--- src/rtl/core/bgdm_pkg.sv ---
// shared types and constants of the bridge gate duty modulator
`timescale 1ns / 1ps
`default_nettype none

package bgdm_pkg;

  // field widths of the stream beats
  localparam int unsigned IDX_W       = 6;
  localparam int unsigned VAL_W       = 12;
  localparam int unsigned IN_TDATA_W  = 24;
  localparam int unsigned OUT_TDATA_W = 16;
  localparam int unsigned RES_W       = 13;

  // duty, setpoint and slot widths
  localparam int unsigned DUTY_W = 4;
  localparam int unsigned SP_W   = 9;
  localparam int unsigned SLOT_W = 4;

  // channel sum scaling and store layout
  localparam int unsigned SUM_SHIFT = 7;
  localparam int unsigned NUM_CH    = 3;

  // configuration port
  localparam int unsigned CFG_ADDR_W = 3;
  localparam int unsigned CFG_DATA_W = 9;

  // register reset values
  localparam logic [SP_W-1:0]   RST_VOLT_SP   = 9'd243;
  localparam logic [SP_W-1:0]   RST_CURR_SP   = 9'd85;
  localparam logic [DUTY_W-1:0] RST_DUTY_LIM  = 4'd5;
  localparam logic [SLOT_W-1:0] RST_SLOT_CNT  = 4'd10;

  // register indexes
  typedef enum logic [CFG_ADDR_W-1:0] {
    CFG_SHUTDOWN      = 3'd0,
    CFG_CHARGE_EN     = 3'd1,
    CFG_OUTPUT_EN     = 3'd2,
    CFG_VOLT_SETPOINT = 3'd3,
    CFG_CURR_SETPOINT = 3'd4,
    CFG_DUTY_LIMIT    = 3'd5,
    CFG_SLOT_COUNT    = 3'd6
  } cfg_reg_t;

  // request kinds carried in tuser
  typedef enum logic {
    REQ_SAMPLE = 1'b0,
    REQ_TICK   = 1'b1
  } req_t;

  // controller states
  typedef enum logic [2:0] {
    ST_IDLE,
    ST_WRITE,
    ST_SUM,
    ST_LAST,
    ST_DUTY,
    ST_EMIT,
    ST_WRAP
  } ctrl_state_t;

  // configuration register set
  typedef struct packed {
    logic              shutdown;
    logic              charge_en;
    logic              output_en;
    logic [SP_W-1:0]   volt_sp;
    logic [SP_W-1:0]   curr_sp;
    logic [DUTY_W-1:0] duty_limit;
    logic [SLOT_W-1:0] slot_count;
  } cfg_t;

  // one result beat, last field in the lowest bits
  typedef struct packed {
    logic [DUTY_W-1:0] out_duty_now;
    logic [DUTY_W-1:0] cap_duty_now;
    logic              fault_indicator;
    logic              out_leg_b;
    logic              out_leg_a;
    logic              cap_leg_b;
    logic              cap_leg_a;
  } result_t;

endpackage

`default_nettype wire

--- src/rtl/core/bgdm_store.sv ---
// sample store: one row of three channel lanes per sample slot, row valid bits
`timescale 1ns / 1ps
`default_nettype none

module bgdm_store #(
  parameter int unsigned ROWS   = 11,
  parameter int unsigned LANE_W = 12,
  parameter int unsigned RW     = (ROWS > 1) ? $clog2(ROWS) : 1
) (
  input  wire logic                  clk,
  input  wire logic                  rst_n,
  input  wire logic                  rd_en,
  input  wire logic [RW-1:0]         rd_addr,
  input  wire logic                  wr_en,
  input  wire logic [RW-1:0]         wr_addr,
  input  wire logic [3*LANE_W-1:0]   wr_data,
  output logic      [3*LANE_W-1:0]   rd_data
);
  import bgdm_pkg::*;

  localparam int unsigned ROW_W = NUM_CH * LANE_W;

  logic [ROW_W-1:0] mem [ROWS];
  logic [ROWS-1:0]  valid_r;
  logic [ROW_W-1:0] rd_q_r;
  logic             rd_valid_r;

  // synchronous write and registered read
  always_ff @(posedge clk) begin
    if (wr_en) begin
      mem[wr_addr] <= wr_data;
    end
    if (rd_en) begin
      rd_q_r     <= mem[rd_addr];
      rd_valid_r <= valid_r[rd_addr];
    end
  end

  // row valid bits, a row never written reads as zero
  always_ff @(posedge clk) begin
    if (!rst_n) begin
      valid_r <= '0;
    end else if (wr_en) begin
      valid_r[wr_addr] <= 1'b1;
    end
  end

  assign rd_data = rd_valid_r ? rd_q_r : '0;

endmodule

`default_nettype wire

--- src/rtl/core/bgdm_ctrl.sv ---
// request sequencer: sample write-back, channel sum sweep, duty update, leg drive
`timescale 1ns / 1ps
`default_nettype none

module bgdm_ctrl #(
  parameter int unsigned ROWS    = 11,
  parameter int unsigned ADC_BITS = 12,
  parameter int unsigned RW      = (ROWS > 1) ? $clog2(ROWS) : 1
) (
  input  wire logic                       clk,
  input  wire logic                       rst_n,
  input  wire bgdm_pkg::cfg_t             cfg,
  input  wire logic                       in_valid,
  output logic                            in_ready,
  input  wire logic                       in_kind,
  input  wire logic [bgdm_pkg::IDX_W-1:0] in_idx,
  input  wire logic [bgdm_pkg::VAL_W-1:0] in_val,
  output logic                            res_valid,
  input  wire logic                       res_ready,
  output bgdm_pkg::result_t               res,
  output logic                            mem_rd_en,
  output logic [RW-1:0]                   mem_rd_addr,
  output logic                            mem_wr_en,
  output logic [RW-1:0]                   mem_wr_addr,
  output logic [3*ADC_BITS-1:0]           mem_wr_data,
  input  wire logic [3*ADC_BITS-1:0]      mem_rd_data
);
  import bgdm_pkg::*;

  localparam int unsigned CNT_W = $clog2(ROWS + 1);
  localparam int unsigned SUM_W = ADC_BITS + $clog2(ROWS + 1);
  localparam int unsigned CW    = ((SUM_W > SP_W) ? SUM_W : SP_W) + 1;
  localparam int unsigned DEPTH = NUM_CH * ROWS;

  // setpoint minus scaled sum, clamped to 0..limit
  function automatic logic [DUTY_W-1:0] duty_from(input logic [SP_W-1:0] sp,
                                                   input logic [SUM_W-1:0] sum,
                                                   input logic [DUTY_W-1:0] lim);
    logic [CW-1:0] sh;
    logic [CW-1:0] spw;
    logic [CW-1:0] diff;
    sh   = CW'(sum >> SUM_SHIFT);
    spw  = CW'(sp);
    diff = spw - sh;
    if (sh > spw) begin
      return '0;
    end else if (diff > CW'(lim)) begin
      return lim;
    end else begin
      return diff[DUTY_W-1:0];
    end
  endfunction

  ctrl_state_t          state_r, state_nxt;
  logic                 slot_adv;
  logic [SLOT_W-1:0]    slot_r;
  logic                 phase_r;
  logic [DUTY_W-1:0]    cap_duty_r;
  logic [DUTY_W-1:0]    out_duty_r;
  logic                 res_valid_r;
  result_t              res_r;
  logic [RW-1:0]        row_r;
  logic [1:0]           lane_r;
  logic [ADC_BITS-1:0]  val_r;
  logic [CNT_W-1:0]     sweep_cnt_r;
  logic                 rd_pend_r;
  logic [SUM_W-1:0]     sum_r [NUM_CH];
  logic [SLOT_W:0]      wrap_r;

  logic                 accept;
  logic                 is_tick;
  logic [13:0]          idx_prod;
  logic [4:0]           row_calc;
  logic [IDX_W-1:0]     lane_calc;
  logic                 in_range;
  logic                 need_sum;
  logic                 out_free;
  logic                 last_issue;
  logic [SLOT_W:0]      slot_mod;
  logic [SLOT_W:0]      slot_inc;
  logic                 wrap_fits;
  logic [DUTY_W-1:0]    cap_calc;
  logic [DUTY_W-1:0]    outb_calc;
  logic [DUTY_W-1:0]    curr_calc;
  result_t              res_calc;
  logic                 load_res;

  // request decode: row is index / 3 by reciprocal, lane the remainder
  assign accept    = in_valid && in_ready;
  assign is_tick   = (req_t'(in_kind) == REQ_TICK);
  assign idx_prod  = 14'(in_idx) * 14'd171;
  assign row_calc  = idx_prod[13:9];
  assign lane_calc = in_idx - IDX_W'(row_calc) * IDX_W'(NUM_CH);
  assign in_range  = (in_idx < IDX_W'(DEPTH));

  // tick conditions
  assign need_sum   = !cfg.shutdown && (slot_r == '0) && !phase_r;
  assign out_free   = !res_valid_r || res_ready;
  assign last_issue = (sweep_cnt_r == CNT_W'(ROWS - 1));

  // slot counter wrap, a zero count wraps at sixteen
  assign slot_mod  = (cfg.slot_count == '0) ? 5'd16 : {1'b0, cfg.slot_count};
  assign slot_inc  = {1'b0, slot_r} + 5'd1;
  assign wrap_fits = (slot_inc < slot_mod);
  assign slot_adv  = !cfg.shutdown && phase_r;

  // duty update from the finished sums
  assign cap_calc  = duty_from(cfg.volt_sp, sum_r[0], cfg.duty_limit);
  assign outb_calc = duty_from(cfg.volt_sp, sum_r[1], cfg.duty_limit);
  assign curr_calc = duty_from(cfg.curr_sp, sum_r[2], cfg.duty_limit);

  // leg drive for the current tick
  always_comb begin
    res_calc = '0;
    res_calc.cap_duty_now = cap_duty_r;
    res_calc.out_duty_now = out_duty_r;
    if (cfg.shutdown) begin
      res_calc.fault_indicator = 1'b1;
    end else begin
      if (cfg.charge_en && (cap_duty_r > slot_r)) begin
        res_calc.cap_leg_a = !phase_r;
        res_calc.cap_leg_b = phase_r;
      end
      if (cfg.output_en && (out_duty_r > slot_r)) begin
        res_calc.out_leg_a = !phase_r;
        res_calc.out_leg_b = phase_r;
      end
    end
  end

  // next state
  always_comb begin
    state_nxt = state_r;
    unique case (state_r)
      ST_IDLE: begin
        if (accept) begin
          if (is_tick) begin
            state_nxt = need_sum ? ST_SUM : ST_EMIT;
          end else if (in_range) begin
            state_nxt = ST_WRITE;
          end
        end
      end
      ST_WRITE: state_nxt = ST_IDLE;
      ST_SUM: begin
        if (last_issue) begin
          state_nxt = ST_LAST;
        end
      end
      ST_LAST: state_nxt = ST_DUTY;
      ST_DUTY: state_nxt = ST_EMIT;
      ST_EMIT: begin
        if (out_free) begin
          state_nxt = (slot_adv && !wrap_fits) ? ST_WRAP : ST_IDLE;
        end
      end
      ST_WRAP: begin
        if (wrap_r < slot_mod) begin
          state_nxt = ST_IDLE;
        end
      end
      default: state_nxt = ST_IDLE;
    endcase
  end

  // state outputs: handshake and memory port
  always_comb begin
    in_ready    = (state_r == ST_IDLE);
    mem_rd_en   = 1'b0;
    mem_rd_addr = row_calc[RW-1:0];
    mem_wr_en   = 1'b0;
    load_res    = 1'b0;
    unique case (state_r)
      ST_IDLE:  mem_rd_en = accept && !is_tick && in_range;
      ST_WRITE: mem_wr_en = 1'b1;
      ST_SUM: begin
        mem_rd_en   = 1'b1;
        mem_rd_addr = sweep_cnt_r[RW-1:0];
      end
      ST_EMIT:  load_res = out_free;
      ST_LAST, ST_DUTY, ST_WRAP: begin
      end
      default: begin
      end
    endcase
  end

  // merge the new sample into its row
  always_comb begin
    mem_wr_data = mem_rd_data;
    mem_wr_data[lane_r * ADC_BITS +: ADC_BITS] = val_r;
  end
  assign mem_wr_addr = row_r;

  // control state
  always_ff @(posedge clk) begin
    if (!rst_n) begin
      state_r     <= ST_IDLE;
      slot_r      <= '0;
      phase_r     <= 1'b0;
      cap_duty_r  <= '0;
      out_duty_r  <= '0;
      res_valid_r <= 1'b0;
      rd_pend_r   <= 1'b0;
    end else begin
      state_r   <= state_nxt;
      rd_pend_r <= (state_r == ST_SUM);
      if (state_r == ST_DUTY) begin
        cap_duty_r <= (curr_calc < cap_calc) ? curr_calc : cap_calc;
        out_duty_r <= outb_calc;
      end
      if (load_res) begin
        res_valid_r <= 1'b1;
      end else if (res_ready) begin
        res_valid_r <= 1'b0;
      end
      if (load_res && !cfg.shutdown) begin
        phase_r <= !phase_r;
        if (phase_r && wrap_fits) begin
          slot_r <= slot_inc[SLOT_W-1:0];
        end
      end
      if ((state_r == ST_WRAP) && (wrap_r < slot_mod)) begin
        slot_r <= wrap_r[SLOT_W-1:0];
      end
    end
  end

  // payload and sweep registers
  always_ff @(posedge clk) begin
    if (accept) begin
      row_r  <= row_calc[RW-1:0];
      lane_r <= lane_calc[1:0];
      val_r  <= ADC_BITS'(in_val);
    end
    if (state_r == ST_IDLE) begin
      sweep_cnt_r <= '0;
    end else if (state_r == ST_SUM) begin
      sweep_cnt_r <= sweep_cnt_r + CNT_W'(1);
    end
    for (int c = 0; c < NUM_CH; c++) begin
      if (state_r == ST_IDLE) begin
        sum_r[c] <= '0;
      end else if (rd_pend_r) begin
        sum_r[c] <= sum_r[c] + SUM_W'(mem_rd_data[c * ADC_BITS +: ADC_BITS]);
      end
    end
    if (load_res) begin
      res_r <= res_calc;
      if (slot_adv && !wrap_fits) begin
        wrap_r <= slot_inc - slot_mod;
      end
    end else if ((state_r == ST_WRAP) && (wrap_r >= slot_mod)) begin
      wrap_r <= wrap_r - slot_mod;
    end
  end

  assign res_valid = res_valid_r;
  assign res       = res_r;

endmodule

`default_nettype wire

--- src/rtl/core/bridge_gate_duty_modulator.sv ---
// a sample beat is stored by a row read and then a merged write-back; a tick beat
// goes to the emit state, where its result is registered once the output is free;
// on slot 0 phase 0 it first sweeps the sample store one row per cycle
// a slot counter wrap passes through the wrap state, which repeats when slot_count was lowered below it
// one beat in flight; the result register lets the next beat in while it waits
// reset: synchronous active low, sample rows read as zero until written
`timescale 1ns / 1ps
`default_nettype none

module bridge_gate_duty_modulator #(
  parameter int unsigned SAMPLES_PER_CHANNEL = 11,
  parameter int unsigned ADC_BITS            = 12
) (
  input  wire logic                                  clk,
  input  wire logic                                  rst_n,
  input  wire logic                                  in_tvalid,
  output logic                                       in_tready,
  // sample_index, sample_value, zero pad
  input  wire logic [bgdm_pkg::IN_TDATA_W-1:0]       in_tdata,
  // req_type
  input  wire logic                                  in_tuser,
  output logic                                       out_tvalid,
  input  wire logic                                  out_tready,
  // cap_leg_a, cap_leg_b, out_leg_a, out_leg_b, fault_indicator,
  // cap_duty_now, out_duty_now, zero pad
  output logic [bgdm_pkg::OUT_TDATA_W-1:0]           out_tdata,
  input  wire logic                                  cfg_we,
  input  wire logic [bgdm_pkg::CFG_ADDR_W-1:0]       cfg_addr,
  input  wire logic [bgdm_pkg::CFG_DATA_W-1:0]       cfg_wdata
);
  import bgdm_pkg::*;

  localparam int unsigned RW = (SAMPLES_PER_CHANNEL > 1) ? $clog2(SAMPLES_PER_CHANNEL) : 1;

  cfg_t                   cfg_r;
  result_t                res;
  logic                   rd_en;
  logic [RW-1:0]          rd_addr;
  logic                   wr_en;
  logic [RW-1:0]          wr_addr;
  logic [3*ADC_BITS-1:0]  wr_data;
  logic [3*ADC_BITS-1:0]  rd_data;

  // configuration registers
  always_ff @(posedge clk) begin
    if (!rst_n) begin
      cfg_r.shutdown   <= 1'b0;
      cfg_r.charge_en  <= 1'b1;
      cfg_r.output_en  <= 1'b1;
      cfg_r.volt_sp    <= RST_VOLT_SP;
      cfg_r.curr_sp    <= RST_CURR_SP;
      cfg_r.duty_limit <= RST_DUTY_LIM;
      cfg_r.slot_count <= RST_SLOT_CNT;
    end else if (cfg_we) begin
      unique case (cfg_addr)
        CFG_SHUTDOWN:      cfg_r.shutdown   <= cfg_wdata[0];
        CFG_CHARGE_EN:     cfg_r.charge_en  <= cfg_wdata[0];
        CFG_OUTPUT_EN:     cfg_r.output_en  <= cfg_wdata[0];
        CFG_VOLT_SETPOINT: cfg_r.volt_sp    <= cfg_wdata[SP_W-1:0];
        CFG_CURR_SETPOINT: cfg_r.curr_sp    <= cfg_wdata[SP_W-1:0];
        CFG_DUTY_LIMIT:    cfg_r.duty_limit <= cfg_wdata[DUTY_W-1:0];
        CFG_SLOT_COUNT:    cfg_r.slot_count <= cfg_wdata[SLOT_W-1:0];
        default: begin
        end
      endcase
    end
  end

  // sequencer
  bgdm_ctrl #(
    .ROWS     (SAMPLES_PER_CHANNEL),
    .ADC_BITS (ADC_BITS),
    .RW       (RW)
  ) u_ctrl (
    .clk         (clk),
    .rst_n       (rst_n),
    .cfg         (cfg_r),
    .in_valid    (in_tvalid),
    .in_ready    (in_tready),
    .in_kind     (in_tuser),
    .in_idx      (in_tdata[IDX_W-1:0]),
    .in_val      (in_tdata[IDX_W+VAL_W-1:IDX_W]),
    .res_valid   (out_tvalid),
    .res_ready   (out_tready),
    .res         (res),
    .mem_rd_en   (rd_en),
    .mem_rd_addr (rd_addr),
    .mem_wr_en   (wr_en),
    .mem_wr_addr (wr_addr),
    .mem_wr_data (wr_data),
    .mem_rd_data (rd_data)
  );

  // sample store
  bgdm_store #(
    .ROWS   (SAMPLES_PER_CHANNEL),
    .LANE_W (ADC_BITS),
    .RW     (RW)
  ) u_store (
    .clk     (clk),
    .rst_n   (rst_n),
    .rd_en   (rd_en),
    .rd_addr (rd_addr),
    .wr_en   (wr_en),
    .wr_addr (wr_addr),
    .wr_data (wr_data),
    .rd_data (rd_data)
  );

  assign out_tdata = {(OUT_TDATA_W - RES_W)'(0), res};

endmodule

`default_nettype wire

--- config.mk ---
export PLATFORM = sky130hd
export DESIGN_NAME = bridge_gate_duty_modulator
export DESIGN_NICKNAME = d
export VERILOG_FILES = /design/src/rtl/core/bgdm_pkg.sv /design/src/rtl/core/bgdm_store.sv /design/src/rtl/core/bgdm_ctrl.sv /design/src/rtl/core/bridge_gate_duty_modulator.sv
export SDC_FILE = /design/constraint.sdc
export NUM_CORES = 1
export LEC_CHECK = 0
export ABC_CLOCK_PERIOD_IN_PS = 6790
export BUFFER_PORTS_ARGS = -buffer_cell sky130_fd_sc_hd__buf_2
export CORE_MARGIN = 8
export CORE_UTILIZATION = 40
export DETAILED_ROUTE_END_ITERATION = 10
export GPL_TIMING_DRIVEN = 0
export HOLD_SLACK_MARGIN = 0.03
export PLACE_DENSITY = 0.54
export REMOVE_ABC_BUFFERS = 1
export SYNTH_ARGS = -nofsm -noshare
export SYNTH_HDL_FRONTEND = slang
export SYNTH_SLANG_ARGS = --single-unit
--- constraint.sdc ---
create_clock -name clk -period 6.79 [get_ports clk]
set_input_delay 0 -clock clk [delete_from_list [all_inputs] [get_ports clk]]
set_output_delay 0 -clock clk [all_outputs]
set_load 0.02 [all_outputs]
# Yosys cells after proc, flatten, opt, wreduce, memory -nomap -nowiden
# Memories as Yosys holds them, arrays and structs flattened. A register that Yosys moved wholly into a read port is not among the register bits.
# Cells that the tools add are included.
# W data, S select, Z words.
[classes] addsub=12 n_mul=3 div=0 order_cmp=16 n_eq_ne=19 n_shift=2 n_mux=46 n_bitwise=6 reduce_logical=40
[ops] cell="$gt A17 B4 Y1" count=3
[ops] cell="$add A16 B12 Y16" count=3
[ops] cell="$mux W16" count=3
[ops] cell="$mux W4" count=11
[ops] cell="$bwmux W36" count=1
[ops] cell="$mux W36" count=1
[ops] cell="$shift A12 B34 Y36 const A" count=1
[ops] cell="$shiftx A12 B34 Y36" count=1
[ops] cell="$neg A6 Y34" count=1
[ops] cell="$sub A9 B9 Y10" count=3
[ops] cell="$gt A9 B9 Y1" count=3
[ops] cell="$mux W3" count=8
[ops] cell="$mux W5" count=4
[ops] cell="$eq A3 B3 Y1 const B" count=6
[ops] cell="$pmux W3 S6" count=1
[ops] cell="$reduce_and A2 Y1" count=9
[ops] cell="$logic_and A1 B1 Y1" count=14
[ops] cell="$mul A6 B8 Y14 const B" count=1
[ops] cell="$mux W1" count=14
[ops] cell="$eq A3 B2 Y1 const B" count=4
[ops] cell="$or A11 B11 Y11" count=1
[ops] cell="$lt A4 B5 Y1 const B" count=2
[ops] cell="$lt A5 B5 Y1" count=2
[ops] cell="$sub A5 B5 Y5" count=2
[ops] cell="27 further kinds" count=45
[word_totals] reg_bits=99 latch_bits=0 mem_bits_rw=444 mem_bits_ro=0 input_bits=42 out_inout_bits=18 word_cells=174 n_memories=2
[memory_table] name="u_store.mem" words=11 width=36 rd=1 rd_clocked_by_memory_dff=1 wr=1 line="bgdm_store.sv:23" text="logic [ROW_W-1:0] mem [ROWS];"
[memory_table] name="u_ctrl.sum_r" words=3 width=16 rd=3 rd_clocked_by_memory_dff=0 wr=3 line="bgdm_ctrl.sv:67" text="logic [SUM_W-1:0] sum_r [NUM_CH];"

# Longest topological paths before layout
# Gate-level depths: netlist of the first run.
[depth] word_depth=8 mapped_depth=20 ltp_nobuf=20

# Modules after synthesis
# From an unflattened synthesis of the first run, not the netlist that was laid out.
[hier_totals] hier_cells=2113 hier_area_um2=28134.5
[by_module_without_submodules] module="bgdm_store" n_inst=1 cells_each=937 area_each_um2=17379.2 seq_area_each_um2=13222.7
[by_module_without_submodules] module="bgdm_ctrl" n_inst=1 cells_each=1048 area_each_um2=9449.1 seq_area_each_um2=2962.8
[by_module_without_submodules] module="bridge_gate_duty_modulator" n_inst=1 cells_each=128 area_each_um2=1306.3 seq_area_each_um2=580.6

# Worst setup path before layout of the first run
# OpenSTA, ideal clock, no wires.
[synth_timing] path_kind="flip-flop to flip-flop" from="register u_ctrl.state_r[0]" to="memory u_store.mem[1][0] in the netlist's numbering, enable pin" setup_time_ns=0.476 t_arrival_ns=3.611 required_ns=6.314 path_slack_ns=2.703 stages_incl_launch_ff=6 n_path_buf=1 period_less_slack_ns=4.087 path_cell_list="dfxtp_1 -> clkbuf_1 -> nand2b_1 -> nor3b_1 -> nand2b_1 -> nor3_1"
[synth_via] elab_chain_len=4
[synth_rtl] element="from (decl)" line="bgdm_ctrl.sv:54" text="ctrl_state_t state_r, state_nxt;"
[synth_rtl] element="from (signal assigned)" line="bgdm_ctrl.sv:206" text="state_r <= state_nxt;"
[synth_rtl] element="$eq A3 B1 Y1" line="bgdm_ctrl.sv:173" text="unique case (state_r)"
[synth_rtl] element="$mux W1" line="bgdm_ctrl.sv:173"
[synth_rtl] element="$mux W1" line="bgdm_store.sv:30" text="if (wr_en) begin"
[synth_rtl] element="$mux W1 (implied by the code)" line="bgdm_store.sv:31" text="mem[wr_addr] <= wr_data;"
[synth_rtl] element="to (decl)" line="bgdm_store.sv:23"
# No other way between the ends.

# Final worst setup path of the first run
[layout_timing] from="input in_tdata[5] in the netlist's numbering" to="register u_store.rd_q_r[28] (read register of u_store.mem), data pin"
[layout_via] word_cells_on_any_way=5 classes_between="1 x mul; 1 x order compare; 2 x mux; 1 x reduce/logical"
[layout_lines] element="from (decl)" line="bridge_gate_duty_modulator.sv:19" text="input wire logic [bgdm_pkg::IN_TDATA_W-1:0] in_tdata,"
[layout_lines] element="$mul A6 B8 Y14" line="bgdm_ctrl.sv:91" text="assign idx_prod = 14'(in_idx) * 14'd171;"
[layout_lines] element="net u_ctrl.idx_prod[12]" line="bgdm_ctrl.sv:72" text="logic [13:0] idx_prod;"
[layout_lines] element="$mux W4" line="bgdm_ctrl.sv:173"
[layout_lines] element="to (decl)" line="bgdm_store.sv:25" text="logic [ROW_W-1:0] rd_q_r;"
# The timed path passes the listed nets, and every way through them passes these cells.
# A chain may end at the register's enable or synchronous reset.

==> results of run 1 <==
==> how the worst max path moves through the flow <==
stage                         endpoint  slack, ns   startpoint  cells past startpoint
global route         u_store.rd_q_r[9]       1.47  in_tdata[5]                     18
finish              u_store.rd_q_r[28]       1.68  in_tdata[5]                     18
floorplan           u_store.rd_valid_r      -3.17  in_tdata[3]                     13
global placement    u_store.rd_valid_r      -6.60  in_tdata[5]                     14
detailed placement  u_store.rd_q_r[28]       1.55  in_tdata[3]                     17
CTS                 u_store.rd_q_r[30]       1.65  in_tdata[5]                     18
==> what timing repair did <==
action                    CTS  global route
hold endpoints to repair   50             0
buffers inserted            0             0
hold buffers               54             0
==> stage by stage <==
step,cells,util,setup TNS [ns],instance area (um^2),worst slack (ns)
after CTS,3323,0.471,0,32900,1.65
after detailed placement,3156,0.434,0,30300,1.55
final,3323,0.471,0,32900,1.68
after global placement,3095,0.417,-446.29,29100,-6.60
after floorplan,2105,-,-116.02,27700,-3.17
after global routing,3323,0.471,0,32900,1.47
==> metal layers <==
| metal | share of wire | wire [um] |
|---|---|---|
| met1 | 0.46 | 32700 |
| met2 | 0.47 | 33500 |
| met3 | 0.046 | 3310 |
| met4 | 0.026 | 1840 |
| met5 | 0 | 0 |
==> cells by family after synthesis <==
family,after synthesis
fa+ha+maj,145
simple gates,516
mux,292
xor+xnor,51
other cells,1
compound gates,373
buf+inv,232
flops,579
==> flip-flops by register name (all words and copies together) (netlist names), 2 cells and up <==
register	count
u_store.mem	396
u_store.valid_r	11
u_store.rd_q_r	36
u_ctrl.res	13
u_ctrl.out_duty_r	4
u_ctrl.val_r	12
u_ctrl.lane_r	2
cfg_r	29
u_ctrl.sweep_cnt_r	4
u_ctrl.state_r	3
u_ctrl.sum_r	48
u_ctrl.cap_duty_r	4
u_ctrl.wrap_r	5
u_ctrl.slot_r	4
u_ctrl.mem_wr_addr	4
==> power groups by stage <==
stage / sequential, mW / clock, mW / combinational, mW
4_1_cts: 5.03 / 3.39 / 6.17
5_1_grt: 5.07 / 3.52 / 6.65
2_1_floorplan: 5.00 / 0 / 4.37
6_report: 5.02 / 3.32 / 6.12
3_5_place_dp: 5.10 / 0 / 6.12
3_3_place_gp: 5.11 / 0 / 5.44
==> area by class of cell <==
type / instances / area share
Inverter: 146 / 0.0167
Sequential cell: 579 / 0.510
Clock buffer: 77 / 0.0515
Timing Repair Buffer: 165 / 0.0568
Multi-Input combinational cell: 1380 / 0.319
Clock inverter: 36 / 0.0102
Tap cell: 940 / 0.0358
==> cell usage after synthesis (10+ instances only) <==
| cell | n | area (um^2) |
|---|---|---|
| o211ai_1 | 14 | 105 |
| and2_1 | 12 | 75.1 |
| nor2b_1 | 25 | 156 |
| inv_1 | 145 | 544 |
| nand2_1 | 201 | 754 |
| ha_1 | 130 | 1630 |
| mux2_1 | 39 | 439 |
| a221o_1 | 37 | 370 |
| fa_1 | 15 | 300 |
| nor2_1 | 108 | 405 |
| xor2_1 | 13 | 114 |
| o21ai_0 | 64 | 320 |
| a21oi_1 | 113 | 566 |
| clkbuf_1 | 30 | 113 |
| nand2b_1 | 17 | 106 |
| nand3_1 | 28 | 140 |
| o21a_1 | 16 | 120 |
| nand4_1 | 11 | 68.8 |
| buf_2 | 25 | 125 |
| edfxtp_1 | 517 | 15500 |
| a21o_1 | 18 | 135 |
| nor3_1 | 40 | 200 |
| nand3b_1 | 10 | 75.1 |
| buf_4 | 15 | 113 |
| mux2i_1 | 245 | 2450 |
| dfxtp_1 | 62 | 1240 |
| o22ai_1 | 29 | 181 |
| xnor2_1 | 38 | 333 |
| and3_1 | 18 | 113 |
==> impl.org, run 1 <==
** CTS
- # H-tree levels :: 2
- In this run, post-CTS repair resized a total of 0 instances.
- Number of clock buffers inserted by TritonCTS :: 61
- Number of sinks driven by the clock tree :: 579
- Clock slew at reported path FFs :: 0.06 ns
- Buffer depth of the longest clock path :: 3
- The tree is rooted in a clkbuf_16.
- At the later pin of the worst-skew pair, clock insertion delay measures 0.66 ns.
- Clock tree from TritonCTS :: done

** GRT
- Largest net degree at the start of global routing :: 49
- Gr usage total :: 0.179
- The number of antenna violations at the first check in global routing came to 0.
- Fraction of met1 tracks used by global routing :: 0.247
- In the global route stage, met3 resource usage came out at 0.0212.
- The layer flagged by global routing as most heavily used is met2.
- Vias in the first global route :: 18000
- Leftover overflow at the end of global routing :: 0
- For met2 alone, demand over resource in global routing was 0.292.
- First-pass GRT wire length :: 109000 um

** Flow run
- Total of max-cap violations :: 0

** Critical path
- Capture instance of the worst register-to-register path :: u_ctrl.cap_duty_r[2]
- Worst Path Buf+Inv :: 6
- For the worst setup path, the data required time is 7.30 ns.
- Walking the worst path, the cells encountered are dlygate4sd3_1 > buf_2 > ha_1 > inv_1 > fa_1 > inv_1 > fa_1 > ha_1 > a21o_1 > a221oi_2 > o21ai_2 > o41ai_2 > xnor2_1 > mux2i_4 > buf_12 > and2_2 > buf_12 > a221o_1.
- Reg2Reg Depth :: 18
- Dominant delay contributor by cell family on the critical path :: adder cells
- Crit end category :: flip-flop
- Among all stages on the critical path, the largest delay is contributed by mux2i_4.
- Crit path largest cell delay :: 0.62 ns
- STA classifies the critical path startpoint as an input pin.
- Worst reg2reg setup slack :: 2.33 ns
- The critical path in this run is classified as in2reg.
- The worst register-to-register path begins at u_ctrl.sum_r[0][7].
- For the worst setup path, the data arrival time is 5.62 ns.
- Of all nets on the critical path, the largest fanout is 23.

** STA
- Max transition margin :: 0.108
- Final setup skew :: 0.0694 ns
- The smallest clock period supported by the final layout is computed as 5.11 ns.
- Final setup violation count :: 0
- The total count of max-transition violations in the final report was 0.
- Of the available clock period, the critical path in the final layout requires 0.753.
- RSZ-0062 raised after global routing :: no
- Timing would allow up to 196 MHz.
- For the pin with the worst max-slew slack, the measured transition is 1.34 ns.
- The final hold violation count was 0.
- Final hold analysis gives a worst-case slack of 0.0669 ns.

** Synthesis
- Area share of fa/ha/maj cells after synthesis :: 0.0685
- The Yosys step of the flow raised 0 warnings.
- FFs w/ async S/R, synth :: 0
- Mapped Cells :: 2189
- Area fraction in and, or, nand and nor cells after synthesis :: 0.0862
- Most used flip-flop cell after synthesis :: edfxtp_1
- Number of enable-type register cells in the synthesized netlist :: 517
- By area, the combinational part of the netlist is dominated by multiplexers.
- The area fraction in compound gates after synthesis came to 0.0909.
- Post-Synth XOR/XNOR Area :: 0.0159
- Average instance area after synthesis :: 12.8 um^2
- #FFs+latches synth :: 579
- Portion of netlist area occupied by mux cells :: 0.106
- Of the synthesized area, sequential elements account for 0.596.
- After synthesis, the netlist uses 85 different library cells.
- The cell area that synthesis handed to floorplanning was 0.0281 mm^2.

** Layout
- Of the cells placed in the final design, the portion with a size suffix greater than 1 is 0.109.
- The number of antenna diodes in the final layout is 0.
- After filler insertion, the fill cell instance count of the layout stands at 6189.
- From synthesis to final layout, the design area changed by 16.9%.
- Leading cell type in the layout, fill and taps excluded :: edfxtp_1
- Top library cells by usage in the layout, fill and taps aside :: edfxtp_1 (517), mux2i_1 (243), nand2_1 (200)
- Registers take 0.0168 mm^2.
- The multi-input combinational cells in the finished layout cover a total of 0.0105 mm^2.
- Number of nets in the finished design :: 2520

** Hold path
- Startpoint of the worst hold path :: in_tdata[14]
- For hold timing, the worst endpoint is u_ctrl.val_r[8].
- The path class of the tightest hold or removal check is in2reg.
- Hold path depth :: 2

** Drt
- Remaining design rule violation count :: 0
- The first detailed-routing pass took 5 iterations.
- Routed length per placed instance :: 21.5 um
- After the first detailed-routing iteration, the DRC count stood at 1284.
- Via density per instance :: 5.43
- Via count of the routed design :: 18000
- The count of nets left with antenna violations once routing finished came out at 0.
- Final routed wirelength across all metal layers :: 71300 um

** Die
- The die covers 0.0790 mm^2.
- Die height :: 281 um
- The total area inside the core boundary comes to 0.0698 mm^2.
- Initial Utilization :: 0.403
- In this run the horizontal extent of the chip is 281 um.
- 60 I/O pins were placed.
- Rows :: 97

** Pwr
- Of the total power, combinational logic draws 0.423.
- Summed over all nets, the switching power comes to 5.33 mW.
- Worst-case vdd ir drop :: 0.000266 V
- Total design power :: 14.5 mW
- Leakage :: 12.7 nW
- The share of total power dissipated in the clock network is 0.230.
- In this run the power density over the cells is 440 mW/mm^2.
- Internal power comes to 9.13 mW.
- Part of the total power dissipated in sequential elements :: 0.347
- Fraction of power spent switching nets :: 0.369

** Status
- The run finished with clean final reports.

** Place
- Estimated wirelength of the detail-placed design :: 49100 um
- PortBufs :: 50
- At the end of routability-driven placement, the weighted congestion stood at 0.807.
Power figures use the tool's default switching activity.
==> inputs of run 2 (changes only) <==
ABC_CLOCK_PERIOD_IN_PS = 5100   (was 6790)
clock period = 5.1 ns   (was 6.79 ns; I/O delays follow)
==> run 2 against run 1 <==
  * First-iteration DRC count is 6.2% higher
  * Worst hold slack better by 0.00063 ns
  * Final area stayed put
  * Critical path depth is 1 lower
  * Sequential share of layout area stayed put
  * Via count is 0.39% lower
  * Critical path type unchanged
  * Largest cell class unchanged
==> impl.org, run 2 (same netlist as run 1, synthesis figures left out) <==
** Status
- Outcome :: finished clean

** STA
- Setup violations remaining at the end of the flow were counted as 0.
- In the post-route analysis, the smallest setup slack over all paths is 0.241 ns.
- Final worst path period need :: 4.86 ns
- The final hold violation count is 0.
- Final worst path period share :: 0.953
- Setup repair after global routing left no endpoint under its margin.
- Timing would allow up to 206 MHz.
- Measured slew at the worst slew-check pin :: 1.34 ns
- The clock arrives with 0.0664 ns of skew.
- Setup TNS :: 0 ns
- Hold is met by 0.0676 ns.
- Max transition margin :: 0.107
- Pins Over Slew Limit :: 0

** CTS
- Number of sinks driven by the clock tree :: 579
- Clock tree root driver cell :: clkbuf_16
- The later pin in the worst-skew pair is clocked with a latency of 0.66 ns.
- The clock passes through at most 3 buffers.
- TritonCTS built the clock tree.
- The number of setup buffers added after CTS is 0.
- The H-tree was split into 2 levels.
- Number of clock buffers inserted by TritonCTS :: 61
- After clock tree synthesis, the clock-pin slew on the worst setup and hold paths is 0.06 ns.

** Drt
- Once detail routing completed, the nets flagged for antenna violations numbered 0.
- Via density per instance :: 5.41
- Routed length per placed instance :: 21.5 um
- In this run, the number of DRC markers left after iteration 0 of detailed routing was 1363.
- Final routed wirelength across all metal layers :: 71300 um
- The first detailed-routing pass ran for 6 iterations.
- Via count of the routed design :: 18000
- Remaining design rule violation count :: 0

** GRT
- Leftover overflow at the end of global routing :: 0
- The first global-routing pass estimated 109000 um of wire.
- Gr usage total :: 0.179
- Vias in the first global route :: 18000
- Initial antenna violation count :: 0
- Largest net degree at the start of global routing :: 49

** Hold path
- The worst hold path belongs to the class in2reg.

** Layout
- Final core utilization :: 0.471
- Number of fillers in the final layout :: 6190
- The finished layout holds 3323 standard cells, fillers aside.
- The library cell used most frequently in the layout, excluding fill and tap cells, is edfxtp_1.
- Most flop-heavy register :: u_store.mem
- In the layout the commonest cells are edfxtp_1 (517), mux2i_1 (243), nand2_1 (200).
- Total non-filler cell area in the finished layout :: 0.0329 mm^2
- The repair_antennas step left the layout with diodes totalling 0.
- Of the cells placed in the final design, the portion with a size suffix greater than 1 is 0.109.
- Largest regs :: u_store.mem: 396 flops, u_ctrl.sum_r: 48 flops, u_store.rd_q_r: 36 flops
- Compared with the post-synthesis result, the final layout area differs by 16.9%.
- Number of flip-flops in the largest register :: 396
- Number of nets in the finished design :: 2520

** Critical path
- Crit path largest cell delay :: 0.62 ns
- The slowest stage of the critical path belongs to the cell mux2i_4.
- By startpoint and endpoint, the worst setup path is classified as in2reg.
- Data on the critical path arrives at its endpoint at 5.36 ns.
- For the worst setup path, the data required time is 5.60 ns.
- The signal on the critical path passes through dlygate4sd3_1 > buf_2 > inv_2 > fa_1 > inv_1 > fa_1 > ha_1 > a21o_1 > a221oi_2 > o21ai_2 > o41ai_2 > xnor2_1 > mux2i_4 > buf_12 > and2_2 > buf_12 > a221o_1.
- Of all nets on the critical path, the largest fanout is 23.
- Crit end category :: flip-flop
- The worst setup path is launched from an input pin.

** Die
- The die covers 0.0790 mm^2.
- Total core area :: 0.0698 mm^2
- For this configuration, the core starts out at a cell density of 0.403.
- Number of top-level pins :: 60
- From bottom edge to top edge, the die measures 281 um.
- Rows :: 97
- Die X-Extent :: 281 um

** Pwr
- Total design power :: 19.3 mW
- Worst-case vdd ir drop :: 0.000353 V
- Leakage :: 12.7 nW
- For this design the ratio of total power to cell area is 586 mW/mm^2.

** Flow run
- Max-cap violations in this run came to 0.

** Place
- After detailed placement, the total cell area comes to 0.0303 mm^2.
- OpenSTA, run right after detailed placement, puts the worst setup slack at -0.136 ns.
- The count of buffers added on input and output ports is 50.
- Gpl congestion :: 0.807
- The HPWL after detailed placement is 49100 um.
- Including well taps, the total number of placed cells is 3156.
==> run 2: cell counts in the layout (fill, tap and decap cells not counted) <==
Identical to the previous run, type by type.
==> run 2: final timing paths <==
| kind | cells past startpoint | slack [ns] | to | from |
|---|---|---|---|---|
| setup / recovery | 17 | 0.24 | u_store.rd_q_r[28] | in_tdata[1] |
| hold / removal | 2 | 0.07 | u_ctrl.val_r[8] | in_tdata[14] |
| setup reg to reg | 18 | 0.63 | u_ctrl.cap_duty_r[2] | u_ctrl.sum_r[0][7] |
| hold reg to reg | 2 | 0.48 | u_store.valid_r[5] | u_store.valid_r[5] |
==> run 2: worst max-delay path: cells and delay by family <==
family / cells / cell delay (ns)
AND/OR/NAND/NOR: 1 / 0.56
multiplexers: 1 / 0.62
AO/OA/AOI/OAI: 5 / 1.23
XOR/XNOR: 1 / 0.19
buffers and inverters: 6 / 1.41
adder cells (fa/ha/maj): 3 / 1.31
==> run 2: metal layers <==
metal	vias to the layer above	track usage	part of all wire
met5	-	0	0
met2	429	0.293	0.47
met3	93	0.0211	0.043
li1	8443	-	-
met4	0	0.0546	0.025
met1	9007	0.247	0.46
==> run 2: area by class of cell <==
type | count | area (um^2) | share of cell area
multi-input cells | 1380 | 10500 | 0.319
well taps | 940 | 1180 | 0.0358
repair buffers | 165 | 1870 | 0.0568
inverters | 146 | 548 | 0.0167
clock inverters | 36 | 337 | 0.0102
clock buffers | 77 | 1690 | 0.0515
flip-flops and latches | 579 | 16800 | 0.510
==> run 2: what timing repair did <==
item                                   in CTS  in global routing
gates resized for setup                     0                  0
hold buffers                               54                  0
endpoints found under the hold margin      50                  0
==> run 2: report_power, final <==
part           switching, mW  internal (mW)  leakage [nW]
sequential             0.335           6.35          5.33
combinational           4.86           3.29          6.33
clock                   1.91           2.51         0.989
total                   7.10           12.2          12.7
